**config.mk**
```make
export PLATFORM = sky130hd
export DESIGN_NAME = rms_peak_hold_level_meter
export DESIGN_NICKNAME = d
export VERILOG_FILES = /design/src/sv/rpm_pkg.sv /design/src/sv/rpm_front.sv /design/src/sv/rpm_queue.sv /design/src/sv/rpm_back.sv /design/src/sv/rms_peak_hold_level_meter.sv
export SDC_FILE = /design/constraint.sdc
export NUM_CORES = 2
export LEC_CHECK = 0
export BUFFER_PORTS_ARGS = -buffer_cell sky130_fd_sc_hd__buf_2
export CAP_MARGIN = 20
export CORE_MARGIN = 2
export CORE_UTILIZATION = 58
export CTS_CLUSTER_DIAMETER = 100
export DETAILED_ROUTE_END_ITERATION = 12
export PLACE_DENSITY = 0.75
export RECOVER_POWER = 25
export SLEW_MARGIN = 20
export SYNTH_ARGS = -nofsm -noshare
export SYNTH_HDL_FRONTEND = slang
export SYNTH_SLANG_ARGS = --single-unit
```
**constraint.sdc**
```tcl
create_clock -name clk -period 5.45 [get_ports clk]
set_clock_uncertainty 0.1 [all_clocks]
set_input_delay 0.545 -clock clk [delete_from_list [all_inputs] [get_ports clk]]
set_output_delay 0.545 -clock clk [all_outputs]
set_load 0.02 [all_outputs]
```
**src/sv/rpm_pkg.sv**
```systemverilog
// ----------------------------------------------------------------------------
// rpm_pkg: shared constants for the RMS / peak-hold level meter
// Register indexes of the configuration port, the width of the hold
// countdown and the depth of the queue between the front and back parts.
// ----------------------------------------------------------------------------
package rpm_pkg;

	// Configuration register index
	localparam int CFG_IDX_BITS = 2;
	typedef logic [CFG_IDX_BITS-1:0] cfg_idx_t;

	localparam cfg_idx_t REG_AVG_COEFF    = 2'd0;
	localparam cfg_idx_t REG_PEAK_COEFF   = 2'd1;
	localparam cfg_idx_t REG_HOLD_COEFF   = 2'd2;
	localparam cfg_idx_t REG_HOLD_SAMPLES = 2'd3;

	// Hold countdown width, fixed by the hold_samples register
	localparam int HOLD_BITS = 20;

	// Entries in the request queue between front and back
	localparam int QUEUE_DEPTH = 2;

endpackage

```
**src/sv/rpm_front.sv**
```systemverilog
// ----------------------------------------------------------------------------
// rpm_front: sample intake
// Accepts samples from the input stream, takes the magnitude, squares it
// into an energy and pushes the energy into the request queue.
// ----------------------------------------------------------------------------
module rpm_front #(
	parameter int SAMPLE_BITS = 16
) (
	input  logic                       s_valid,
	output logic                       s_ready,
	input  logic [SAMPLE_BITS-1:0]     sample_in,
	output logic                       q_push,
	input  logic                       q_full,
	output logic [2*SAMPLE_BITS-2:0]   q_energy
);
	import rpm_pkg::*;

	localparam int EW = 2*SAMPLE_BITS - 1;

	logic [SAMPLE_BITS-1:0]   mag;
	logic [2*SAMPLE_BITS-1:0] square;

	// Magnitude of a two's complement sample; full-scale negative fits unsigned.
	always_comb begin
		if (sample_in[SAMPLE_BITS-1]) begin
			mag = (~sample_in) + {{(SAMPLE_BITS-1){1'b0}}, 1'b1};
		end else begin
			mag = sample_in;
		end
		square = mag * mag;
	end

	// Space in the queue decides whether a request is taken.
	assign s_ready  = !q_full;
	assign q_push   = s_valid && !q_full;
	assign q_energy = square[EW-1:0];

endmodule

```
**src/sv/rpm_queue.sv**
```systemverilog
// ----------------------------------------------------------------------------
// rpm_queue: request queue
// Short first-in first-out buffer that lets the front keep taking samples
// while the back is still working on an earlier one.
// ----------------------------------------------------------------------------
module rpm_queue #(
	parameter int WIDTH = 31
) (
	input  logic             clk,
	input  logic             arst_n,
	input  logic             push,
	input  logic [WIDTH-1:0] push_data,
	output logic             full,
	input  logic             pop,
	output logic             not_empty,
	output logic [WIDTH-1:0] pop_data
);
	import rpm_pkg::*;

	localparam int PW = (QUEUE_DEPTH > 1) ? $clog2(QUEUE_DEPTH) : 1;
	localparam int CNTW = $clog2(QUEUE_DEPTH + 1);

	logic [WIDTH-1:0] mem_q [QUEUE_DEPTH];
	logic [PW-1:0]    wr_ptr_q;
	logic [PW-1:0]    rd_ptr_q;
	logic [CNTW-1:0]  count_q;

	assign full      = (count_q == CNTW'(QUEUE_DEPTH));
	assign not_empty = (count_q != '0);
	assign pop_data  = mem_q[rd_ptr_q];

	// Storage writes.
	always_ff @(posedge clk) begin
		if (push) begin
			mem_q[wr_ptr_q] <= push_data;
		end
	end

	// Pointers and fill count.
	always_ff @(posedge clk or negedge arst_n) begin
		if (!arst_n) begin
			wr_ptr_q <= '0;
			rd_ptr_q <= '0;
			count_q  <= '0;
		end else begin
			if (push) begin
				wr_ptr_q <= (wr_ptr_q == PW'(QUEUE_DEPTH - 1)) ? '0 : wr_ptr_q + 1'b1;
			end
			if (pop) begin
				rd_ptr_q <= (rd_ptr_q == PW'(QUEUE_DEPTH - 1)) ? '0 : rd_ptr_q + 1'b1;
			end
			if (push && !pop) begin
				count_q <= count_q + 1'b1;
			end else if (pop && !push) begin
				count_q <= count_q - 1'b1;
			end
		end
	end

endmodule

```
**src/sv/rpm_back.sv**
```systemverilog
// ----------------------------------------------------------------------------
// rpm_back: energy trackers and level computation
// Pops one energy at a time, updates the average, peak and held energies
// (decays through a shared two-bit-per-cycle multiplier), then takes the
// three square roots one result bit per cycle and presents them on the output.
// ----------------------------------------------------------------------------
module rpm_back #(
	parameter int SAMPLE_BITS     = 16,
	parameter int COEFF_FRAC_BITS = 24
) (
	input  logic                       clk,
	input  logic                       arst_n,
	input  logic                       in_valid,
	output logic                       in_ready,
	input  logic [2*SAMPLE_BITS-2:0]   in_energy,
	input  logic [COEFF_FRAC_BITS:0]   avg_coeff,
	input  logic [COEFF_FRAC_BITS:0]   peak_coeff,
	input  logic [COEFF_FRAC_BITS:0]   hold_coeff,
	input  logic [rpm_pkg::HOLD_BITS-1:0] hold_samples,
	output logic                       out_valid,
	input  logic                       out_ready,
	output logic [SAMPLE_BITS-1:0]     avg_level,
	output logic [SAMPLE_BITS-1:0]     peak_level,
	output logic [SAMPLE_BITS-1:0]     hold_level
);
	import rpm_pkg::*;

	localparam int SB   = SAMPLE_BITS;
	localparam int F    = COEFF_FRAC_BITS;
	localparam int EW   = 2*SB - 1;
	localparam int CW   = F + 1;
	localparam int NDIG = (CW + 1) / 2;
	localparam int CPW  = 2*NDIG;
	localparam int AW   = CPW + EW;
	localparam int DIGW = $clog2(NDIG);
	localparam int RCW  = $clog2(SB);
	localparam int RW   = SB + 3;
	localparam int RADW = 2*SB;

	localparam logic [CW-1:0] COEFF_ONE = CW'(1) << F;

	// Sequencer states
	localparam logic [2:0] S_IDLE  = 3'd0;
	localparam logic [2:0] S_LOAD  = 3'd1;
	localparam logic [2:0] S_MUL   = 3'd2;
	localparam logic [2:0] S_APPLY = 3'd3;
	localparam logic [2:0] S_RINIT = 3'd4;
	localparam logic [2:0] S_ROOT  = 3'd5;
	localparam logic [2:0] S_OUT   = 3'd6;

	// Tracker select
	localparam logic [1:0] SEL_AVG  = 2'd0;
	localparam logic [1:0] SEL_PEAK = 2'd1;
	localparam logic [1:0] SEL_HELD = 2'd2;

	logic [2:0]           state_q;
	logic [1:0]           sel_q;
	logic [EW-1:0]        sq_q;
	logic [EW-1:0]        avg_q;
	logic [EW-1:0]        peak_q;
	logic [EW-1:0]        held_q;
	logic [HOLD_BITS-1:0] cnt_q;

	logic [EW-1:0]        d_q;
	logic                 down_q;
	logic [CPW-1:0]       coef_q;
	logic [AW-1:0]        acc_q;
	logic [DIGW-1:0]      dig_q;

	logic [RADW-1:0]      rad_q  [3];
	logic [RW-1:0]        rem_q  [3];
	logic [SB-1:0]        root_q [3];
	logic [RCW-1:0]       rcnt_q;

	logic                 out_valid_q;
	logic [SB-1:0]        avg_level_q;
	logic [SB-1:0]        peak_level_q;
	logic [SB-1:0]        hold_level_q;

	logic [EW-1:0]        e_cur;
	logic [CW-1:0]        c_raw;
	logic [CW-1:0]        c_eff;
	logic                 need_step;
	logic                 down;
	logic [EW-1:0]        diff;
	logic [1:0]           digit;
	logic [AW-1:0]        part;
	logic [EW-1:0]        q_step;
	logic                 round_up;
	logic [EW-1:0]        e_new;
	logic [RW-1:0]        rem_sh [3];
	logic [RW-1:0]        trial  [3];

	// Selected tracker, its coefficient clamped to one, and the step decision.
	always_comb begin
		case (sel_q)
			SEL_AVG: begin
				e_cur     = avg_q;
				c_raw     = avg_coeff;
				need_step = 1'b1;
			end
			SEL_PEAK: begin
				e_cur     = peak_q;
				c_raw     = peak_coeff;
				need_step = (peak_q > sq_q);
			end
			default: begin
				e_cur     = held_q;
				c_raw     = hold_coeff;
				need_step = !(held_q < sq_q) && (cnt_q == '0);
			end
		endcase
		c_eff = (c_raw > COEFF_ONE) ? COEFF_ONE : c_raw;
		down  = (e_cur > sq_q);
		diff  = down ? (e_cur - sq_q) : (sq_q - e_cur);
	end

	// Shift-add multiplier digit and the step: truncated when rising, rounded up in magnitude when falling.
	always_comb begin
		digit = coef_q[CPW-1 -: 2];
		part  = (digit[0] ? AW'(d_q) : '0) + (digit[1] ? (AW'(d_q) << 1) : '0);
		round_up = down_q && (acc_q[F-1:0] != '0);
		q_step   = acc_q[F +: EW] + EW'(round_up);
		e_new    = down_q ? (e_cur - q_step) : (e_cur + q_step);
	end

	// Square root lanes: bring down two radicand bits and try the next root bit.
	always_comb begin
		for (int i = 0; i < 3; i++) begin
			rem_sh[i] = {rem_q[i][RW-3:0], rad_q[i][RADW-1 -: 2]};
			trial[i]  = RW'({root_q[i], 2'b01});
		end
	end

	assign in_ready   = (state_q == S_IDLE);
	assign out_valid  = out_valid_q;
	assign avg_level  = avg_level_q;
	assign peak_level = peak_level_q;
	assign hold_level = hold_level_q;

	// Sequencer and tracker state.
	always_ff @(posedge clk or negedge arst_n) begin
		if (!arst_n) begin
			state_q     <= S_IDLE;
			sel_q       <= SEL_AVG;
			avg_q       <= '0;
			peak_q      <= '0;
			held_q      <= '0;
			cnt_q       <= '0;
			dig_q       <= '0;
			rcnt_q      <= '0;
			out_valid_q <= 1'b0;
		end else begin
			// A taken result clears the output unless a new one replaces it.
			if (out_valid_q && out_ready && (state_q != S_OUT)) begin
				out_valid_q <= 1'b0;
			end
			case (state_q)
				S_IDLE: begin
					if (in_valid) begin
						sel_q   <= SEL_AVG;
						state_q <= S_LOAD;
					end
				end
				S_LOAD: begin
					if (need_step) begin
						dig_q   <= DIGW'(NDIG - 1);
						state_q <= S_MUL;
					end else begin
						if (sel_q == SEL_PEAK) begin
							peak_q <= sq_q;
						end else if (held_q < sq_q) begin
							held_q <= sq_q;
							cnt_q  <= hold_samples;
						end else begin
							cnt_q <= cnt_q - 1'b1;
						end
						if (sel_q == SEL_HELD) begin
							state_q <= S_RINIT;
						end else begin
							sel_q <= sel_q + 1'b1;
						end
					end
				end
				S_MUL: begin
					if (dig_q == '0) begin
						state_q <= S_APPLY;
					end else begin
						dig_q <= dig_q - 1'b1;
					end
				end
				S_APPLY: begin
					case (sel_q)
						SEL_AVG:  avg_q  <= e_new;
						SEL_PEAK: peak_q <= e_new;
						default:  held_q <= e_new;
					endcase
					if (sel_q == SEL_HELD) begin
						state_q <= S_RINIT;
					end else begin
						sel_q   <= sel_q + 1'b1;
						state_q <= S_LOAD;
					end
				end
				S_RINIT: begin
					rcnt_q  <= RCW'(SB - 1);
					state_q <= S_ROOT;
				end
				S_ROOT: begin
					if (rcnt_q == '0) begin
						state_q <= S_OUT;
					end else begin
						rcnt_q <= rcnt_q - 1'b1;
					end
				end
				S_OUT: begin
					if (!out_valid_q || out_ready) begin
						out_valid_q <= 1'b1;
						state_q     <= S_IDLE;
					end
				end
				default: begin
					state_q <= S_IDLE;
				end
			endcase
		end
	end

	// Datapath registers of the multiplier, root lanes and result.
	always_ff @(posedge clk) begin
		case (state_q)
			S_IDLE: begin
				if (in_valid) begin
					sq_q <= in_energy;
				end
			end
			S_LOAD: begin
				d_q    <= diff;
				down_q <= down;
				coef_q <= CPW'(c_eff);
				acc_q  <= '0;
			end
			S_MUL: begin
				acc_q  <= {acc_q[AW-3:0], 2'b00} + part;
				coef_q <= {coef_q[CPW-3:0], 2'b00};
			end
			S_RINIT: begin
				rad_q[0] <= RADW'(avg_q);
				rad_q[1] <= RADW'(peak_q);
				rad_q[2] <= RADW'(held_q);
				for (int i = 0; i < 3; i++) begin
					rem_q[i]  <= '0;
					root_q[i] <= '0;
				end
			end
			S_ROOT: begin
				for (int i = 0; i < 3; i++) begin
					rad_q[i] <= {rad_q[i][RADW-3:0], 2'b00};
					if (rem_sh[i] >= trial[i]) begin
						rem_q[i]  <= rem_sh[i] - trial[i];
						root_q[i] <= {root_q[i][SB-2:0], 1'b1};
					end else begin
						rem_q[i]  <= rem_sh[i];
						root_q[i] <= {root_q[i][SB-2:0], 1'b0};
					end
				end
			end
			S_OUT: begin
				if (!out_valid_q || out_ready) begin
					avg_level_q  <= root_q[0];
					peak_level_q <= root_q[1];
					hold_level_q <= root_q[2];
				end
			end
			default: begin
			end
		endcase
	end

endmodule

```
**src/sv/rms_peak_hold_level_meter.sv**
```systemverilog
// ----------------------------------------------------------------------------
// rms_peak_hold_level_meter: RMS, peak and peak-hold audio level meter
// Squares each signed sample and reports the square roots of a smoothed
// average energy, a decaying peak energy and a held peak energy.
// ----------------------------------------------------------------------------
// Each sample request yields one result request carrying avg_level,
// peak_level and hold_level. A sample spends less time in the back end
// when the peak or held tracker jumps or counts instead of decaying. The
// back-end time is set by the shared multiplier, which retires two
// coefficient bits per cycle for each of the three trackers in turn, and
// by the square root lanes, which produce one level bit per cycle. A
// two-entry queue in front takes new samples while the back end works,
// and the output register holds a finished result until it is taken.
// Coefficients are unsigned fixed point with COEFF_FRAC_BITS fraction
// bits; values above one act as exactly one.
module rms_peak_hold_level_meter #(
	parameter int SAMPLE_BITS     = 16,
	parameter int COEFF_FRAC_BITS = 24
) (
	input  logic                                   clk,
	input  logic                                   arst_n,
	// Sample stream; tdata: sample_in
	input  logic                                   s_axis_tvalid,
	output logic                                   s_axis_tready,
	input  logic [((SAMPLE_BITS+7)/8)*8-1:0]       s_axis_tdata,
	// Level stream; tdata: avg_level, peak_level, hold_level
	output logic                                   m_axis_tvalid,
	input  logic                                   m_axis_tready,
	output logic [((3*SAMPLE_BITS+7)/8)*8-1:0]     m_axis_tdata,
	// Register write port
	input  logic                                   cfg_wr_en,
	input  logic [rpm_pkg::CFG_IDX_BITS-1:0]       cfg_index,
	input  logic [((COEFF_FRAC_BITS+1 > rpm_pkg::HOLD_BITS) ?
		(COEFF_FRAC_BITS+1) : rpm_pkg::HOLD_BITS)-1:0] cfg_wdata
);
	import rpm_pkg::*;

	localparam int SB = SAMPLE_BITS;
	localparam int CW = COEFF_FRAC_BITS + 1;
	localparam int EW = 2*SB - 1;

	localparam logic [CW-1:0]        AVG_COEFF_RST  = CW'(874);
	localparam logic [CW-1:0]        PEAK_COEFF_RST = CW'(874);
	localparam logic [CW-1:0]        HOLD_COEFF_RST = CW'(87);
	localparam logic [HOLD_BITS-1:0] HOLD_SAMP_RST  = HOLD_BITS'(48000);

	logic [CW-1:0]        avg_coeff_q;
	logic [CW-1:0]        peak_coeff_q;
	logic [CW-1:0]        hold_coeff_q;
	logic [HOLD_BITS-1:0] hold_samples_q;

	logic                 q_push;
	logic                 q_full;
	logic [EW-1:0]        q_in_energy;
	logic                 q_not_empty;
	logic                 q_pop;
	logic [EW-1:0]        q_out_energy;
	logic                 back_ready;
	logic [SB-1:0]        avg_level;
	logic [SB-1:0]        peak_level;
	logic [SB-1:0]        hold_level;

	// Configuration registers.
	always_ff @(posedge clk or negedge arst_n) begin
		if (!arst_n) begin
			avg_coeff_q    <= AVG_COEFF_RST;
			peak_coeff_q   <= PEAK_COEFF_RST;
			hold_coeff_q   <= HOLD_COEFF_RST;
			hold_samples_q <= HOLD_SAMP_RST;
		end else if (cfg_wr_en) begin
			case (cfg_index)
				REG_AVG_COEFF:    avg_coeff_q    <= cfg_wdata[CW-1:0];
				REG_PEAK_COEFF:   peak_coeff_q   <= cfg_wdata[CW-1:0];
				REG_HOLD_COEFF:   hold_coeff_q   <= cfg_wdata[CW-1:0];
				REG_HOLD_SAMPLES: hold_samples_q <= cfg_wdata[HOLD_BITS-1:0];
				default: begin
				end
			endcase
		end
	end

	// Sample intake.
	rpm_front #(
		.SAMPLE_BITS (SAMPLE_BITS)
	) u_front (
		.s_valid   (s_axis_tvalid),
		.s_ready   (s_axis_tready),
		.sample_in (s_axis_tdata[SB-1:0]),
		.q_push    (q_push),
		.q_full    (q_full),
		.q_energy  (q_in_energy)
	);

	// Queue between intake and trackers.
	rpm_queue #(
		.WIDTH (EW)
	) u_queue (
		.clk       (clk),
		.arst_n    (arst_n),
		.push      (q_push),
		.push_data (q_in_energy),
		.full      (q_full),
		.pop       (q_pop),
		.not_empty (q_not_empty),
		.pop_data  (q_out_energy)
	);

	assign q_pop = q_not_empty && back_ready;

	// Energy trackers and square roots.
	rpm_back #(
		.SAMPLE_BITS     (SAMPLE_BITS),
		.COEFF_FRAC_BITS (COEFF_FRAC_BITS)
	) u_back (
		.clk          (clk),
		.arst_n       (arst_n),
		.in_valid     (q_not_empty),
		.in_ready     (back_ready),
		.in_energy    (q_out_energy),
		.avg_coeff    (avg_coeff_q),
		.peak_coeff   (peak_coeff_q),
		.hold_coeff   (hold_coeff_q),
		.hold_samples (hold_samples_q),
		.out_valid    (m_axis_tvalid),
		.out_ready    (m_axis_tready),
		.avg_level    (avg_level),
		.peak_level   (peak_level),
		.hold_level   (hold_level)
	);

	// Pack the three levels, lowest field first.
	always_comb begin
		m_axis_tdata = '0;
		m_axis_tdata[3*SB-1:0] = {hold_level, peak_level, avg_level};
	end

`ifndef SYNTHESIS
	// A square root of an energy never exceeds full-scale magnitude.
	a_level_range: assert property (@(posedge clk) disable iff (!arst_n)
		m_axis_tvalid |-> (avg_level <= (SB'(1) << (SB-1))) &&
			(peak_level <= (SB'(1) << (SB-1))) &&
			(hold_level <= (SB'(1) << (SB-1))))
		else $error("level above full scale");

	// No result is offered in the first cycle after reset is released.
	a_no_result_after_reset: assert property (@(posedge clk)
		!$past(arst_n) |-> !m_axis_tvalid)
		else $error("result offered right after reset");

	// A full queue must hold off the sample stream.
	a_full_blocks_input: assert property (@(posedge clk) disable iff (!arst_n)
		q_full |-> !q_push)
		else $error("push into a full queue");
`endif

endmodule

```
==> impl_metrics.csv <==
group,metric,value,unit
finish,utilization,70.5,%
logic_synthesis,synth_commonest_cells,"nand2_1, inv_1, edfxtp_1, nor2_1, ha_1",
floorplanning,rows,104,
status,status,"complete, but fails checks",
finish,fin_area,0.0567,mm²
hold_path,hold_class,"input port to flip-flop",
grt,grt_pass1_vias,37232,
grt,grt_usage,29.8,%
sta,setup_viol,52,
logic_synthesis,synth.distinct_cells,97,
detailed_routing,dr.pass1.iters,6,
setup_path,path_class,"input port to flip-flop",
logic_synthesis,synthCells,4759,
detailed_routing,drt-total-wl,126000,µm
clock_network,cts_tree,"yes",
place,gp_congestion,0.950,
grt,grt_pass1_wl,198000,µm
status,violations,"max-capacitance violations, max-slew violations, negative setup slack",
finish,drive_above_1_share,22.5,%
setup_path,reg2regPathDepth,26,
floorplanning,dieArea,0.0835,mm²
detailed_routing,wl_per_cell,19.8,µm
clock_network,clockRootBuffer,"clkbuf_16",
logic_synthesis,yosys_register_bits,672,
logic_synthesis,syn-mean-instance-area,9.90,µm²
sta,period_needed,7.48,ns
setup_path,crit_path_end_kind,"flip-flop",
place,hpwl,92000,µm
logic_synthesis,synth-edff-count,445,
setup_path,rrSetupSlack,-0.19,ns
floorplanning,core-area,0.0804,mm²
grt,grt-ovfl-total,0,
sta,tightest_slew,3.07,ns
setup_path,cp.arrival,7.74,ns
setup_path,r2r-start,"u_back.acc_q[9]$_SDFFCE_PN0P_",
finish,fin_nets,5854,
setup_path,critPathMaxFanout,3,
detailed_routing,routed_via_density,5.86,
clock_network,clk_pin_slew,0.06,ns
sta,hold_viol,0,
logic_synthesis,synth_ff_type,"edfxtp_1",
finish,antenna_cells,0,
finish,area_growth,20.3,%
floorplanning,die_h,289,µm
sta,maxClockFrequency,0.134,GHz
sta,relSlewSlack,-104,%
setup_path,cp-start-kind,"input port",
detailed_routing,first_iter_violations,2829,
logic_synthesis,yosysSeqAreaShare,40.5,%
logic_synthesis,ys_async_sr_fraction,33.6,%
flow_run,drv_cap,7,
logic_synthesis,synthTopCellsByArea,"edfxtp_1, dfrtp_1, ha_1",
clock_network,cts.sinks,672,
floorplanning,initial_core_util,58.6,%
place,io_buffers,97,
sta,fin_tns_setup,-62.11,ns
sta,post-route-period-util,137,%
hold_path,min_path_cells,2,
floorplanning,die_w,289,µm
logic_synthesis,yosysMostFrequentCell,"nand2_1",
logic_synthesis,synth.top_cell.area_share,28.4,%
clock_network,clockBufferDepth,3,
grt,grt_max_degree,115,
clock_network,htreeDepth,3,
hold_path,hold_end,"hold_coeff_q[20]$_DFFE_PN0P_",
floorplanning,pin_count,98,
sta,finalWorstSetupSlack,-2.03,ns
logic_synthesis,yosys.area.top_type,"edfxtp_1",
detailed_routing,drc_errors,0,
setup_path,crit_required,5.71,ns
setup_path,reg2reg_to,"u_back.peak_q[29]$_DFFE_PN0P_",
logic_synthesis,netlist_area,0.0471,mm²
detailed_routing,final_antenna_net_count,0,
clock_network,numCtsBuffers,74,
grt,grt_antenna_before_repair,2,
logic_synthesis,yosys_warnings,0,
sta,grt_setup_unrepaired,"true",
clock_network,worstSkewPairLatency,0.64,ns
sta,drv_slew,286,
place,placed_area,0.0520,mm²
hold_path,hp-start,"cfg_wdata[20]",
detailed_routing,vias,37431,
-- flip-flops by register name, indices dropped and copies added (netlist names), 16 cells and up --
register and cells:
avg_coeff_q 25, hold_coeff_q 25, hold_samples_q 20, peak_coeff_q 25
u_back.acc_q 55, u_back.avg_level 16, u_back.avg_q 31, u_back.cnt_q 20
u_back.coef_q 26, u_back.d_q 31, u_back.held_q 31, u_back.hold_level 16
u_back.peak_level 16, u_back.peak_q 31, u_back.rad_q 96, u_back.rem_q 51
u_back.root_q 48, u_back.sq_q 30, u_queue.mem_q 60
-- metrics by stage --
stage | worst slack (ns) | instances | hold slack (ns)
after floorplan | -2.61 | 4769 | 0.149
after global placement | -2.85 | 6196 | 0.332
after detailed placement | -2.93 | 6196 | 0.335
after CTS | -1.92 | 6359 | 0.0314
after global routing | -2.27 | 6390 | 0.0444
final | -2.03 | 6390 | 0.0582
-- kinds of logic after synthesis --
| group | count (synthesis) | share of synthesized area (%) |
|---|---|---|
| AND/OR/NAND/NOR | 1429 | 13.7 |
| AO/OA/AOI/OAI | 949 | 13.2 |
| buffers and inverters | 726 | 6.04 |
| flip-flops | 672 | 40.5 |
| adder cells (fa/ha/maj) | 538 | 17.4 |
| XOR/XNOR | 240 | 4.46 |
| multiplexers | 204 | 4.75 |
| other | 1 | 0.00796 |
-- layout make-up --
| class | count | area [µm²] |
|---|---|---|
| Multi-Input combinational cell | 3371 | 27100 |
| Tap cell | 1060 | 1330 |
| Fill cell | 5749 | 23700 |
| Sequential cell | 672 | 19100 |
| Clock inverter | 44 | 597 |
| Clock buffer | 94 | 1990 |
| Inverter | 540 | 2040 |
| Timing Repair Buffer | 609 | 4520 |
-- routing by layer --
metal  routed length, µm  vias up  global-route usage, %  share of wire, %
met2               61600     1190                   50.3                49
met5                  11        -                      0            0.0087
met4                4140        2                   9.69               3.3
li1                    -    17487                      -                 -
met1               52700    18508                   40.1                42
met3                7790      244                   3.95               6.2
-- cell usage in the layout, fill, tap and decap left out, drive strengths merged, types with 24 or more instances in the layout --
master	Yosys	routed
a211oi	24	24
a21o	134	134
a21oi	249	249
a22o	57	57
a22oi	24	24
a31oi	26	26
and2	25	25
and3	37	37
buf	24	596
clkbuf	162	106
clkinv	5	31
dfrtp	202	202
dfstp	24	24
edfxtp	445	445
fa	195	195
ha	343	343
inv	535	543
mux2	153	153
mux2i	51	51
nand2	643	643
nand3	51	51
nand4	56	56
nor2	367	367
nor2b	32	32
nor3	71	71
nor4	38	38
o211ai	24	24
o21a	42	42
o21ai	205	205
or3	26	26
xnor2	144	144
xor2	96	96
-- worst max-delay path by stage --
stage	startpoint	to
2_1_floorplan	s_axis_tdata[5]	u_queue.mem_q[0][30]$_DFFE_PP_
3_3_place_gp	s_axis_tdata[5]	u_queue.mem_q[0][30]$_DFFE_PP_
3_5_place_dp	s_axis_tdata[5]	u_queue.mem_q[0][30]$_DFFE_PP_
4_1_cts	s_axis_tdata[7]	u_queue.mem_q[1][30]$_DFFE_PP_
5_1_grt	s_axis_tdata[7]	u_queue.mem_q[0][30]$_DFFE_PP_
6_report	s_axis_tdata[7]	u_queue.mem_q[1][30]$_DFFE_PP_
-- worst max-delay path, stage by stage --
cell and delay [ns]:
buf_6 0.09, or4_4 0.53, or3_4 0.39, or3_4 0.43
or4b_4 0.57, nor2_4 0.12, buf_6 0.10, fa_1 0.43
fa_1 0.42, fa_1 0.56, fa_1 0.43, fa_1 0.51
inv_2 0.04, fa_1 0.48, inv_2 0.05, ha_4 0.21
a21o_1 0.21, a21oi_4 0.16, nor2b_2 0.06, or3_1 0.38
a21o_1 0.21, a211o_1 0.33, a31oi_2 0.19, mux2i_1 0.20
nand4_1 0.11
-- what timing repair did --
| action | CTS | global route |
|---|---|---|
| hold buffers | 1 | 0 |
| pin swaps | 109 | 125 |
| setup endpoints to repair | 93 | 92 |
| setup buffers | 27 | 40 |
| hold endpoints to repair | 94 | 0 |
| resized for setup | 160 | 195 |
Power is not shown: default switching activity piles up to over one toggle a cycle in this logic, so the estimate is an artifact.
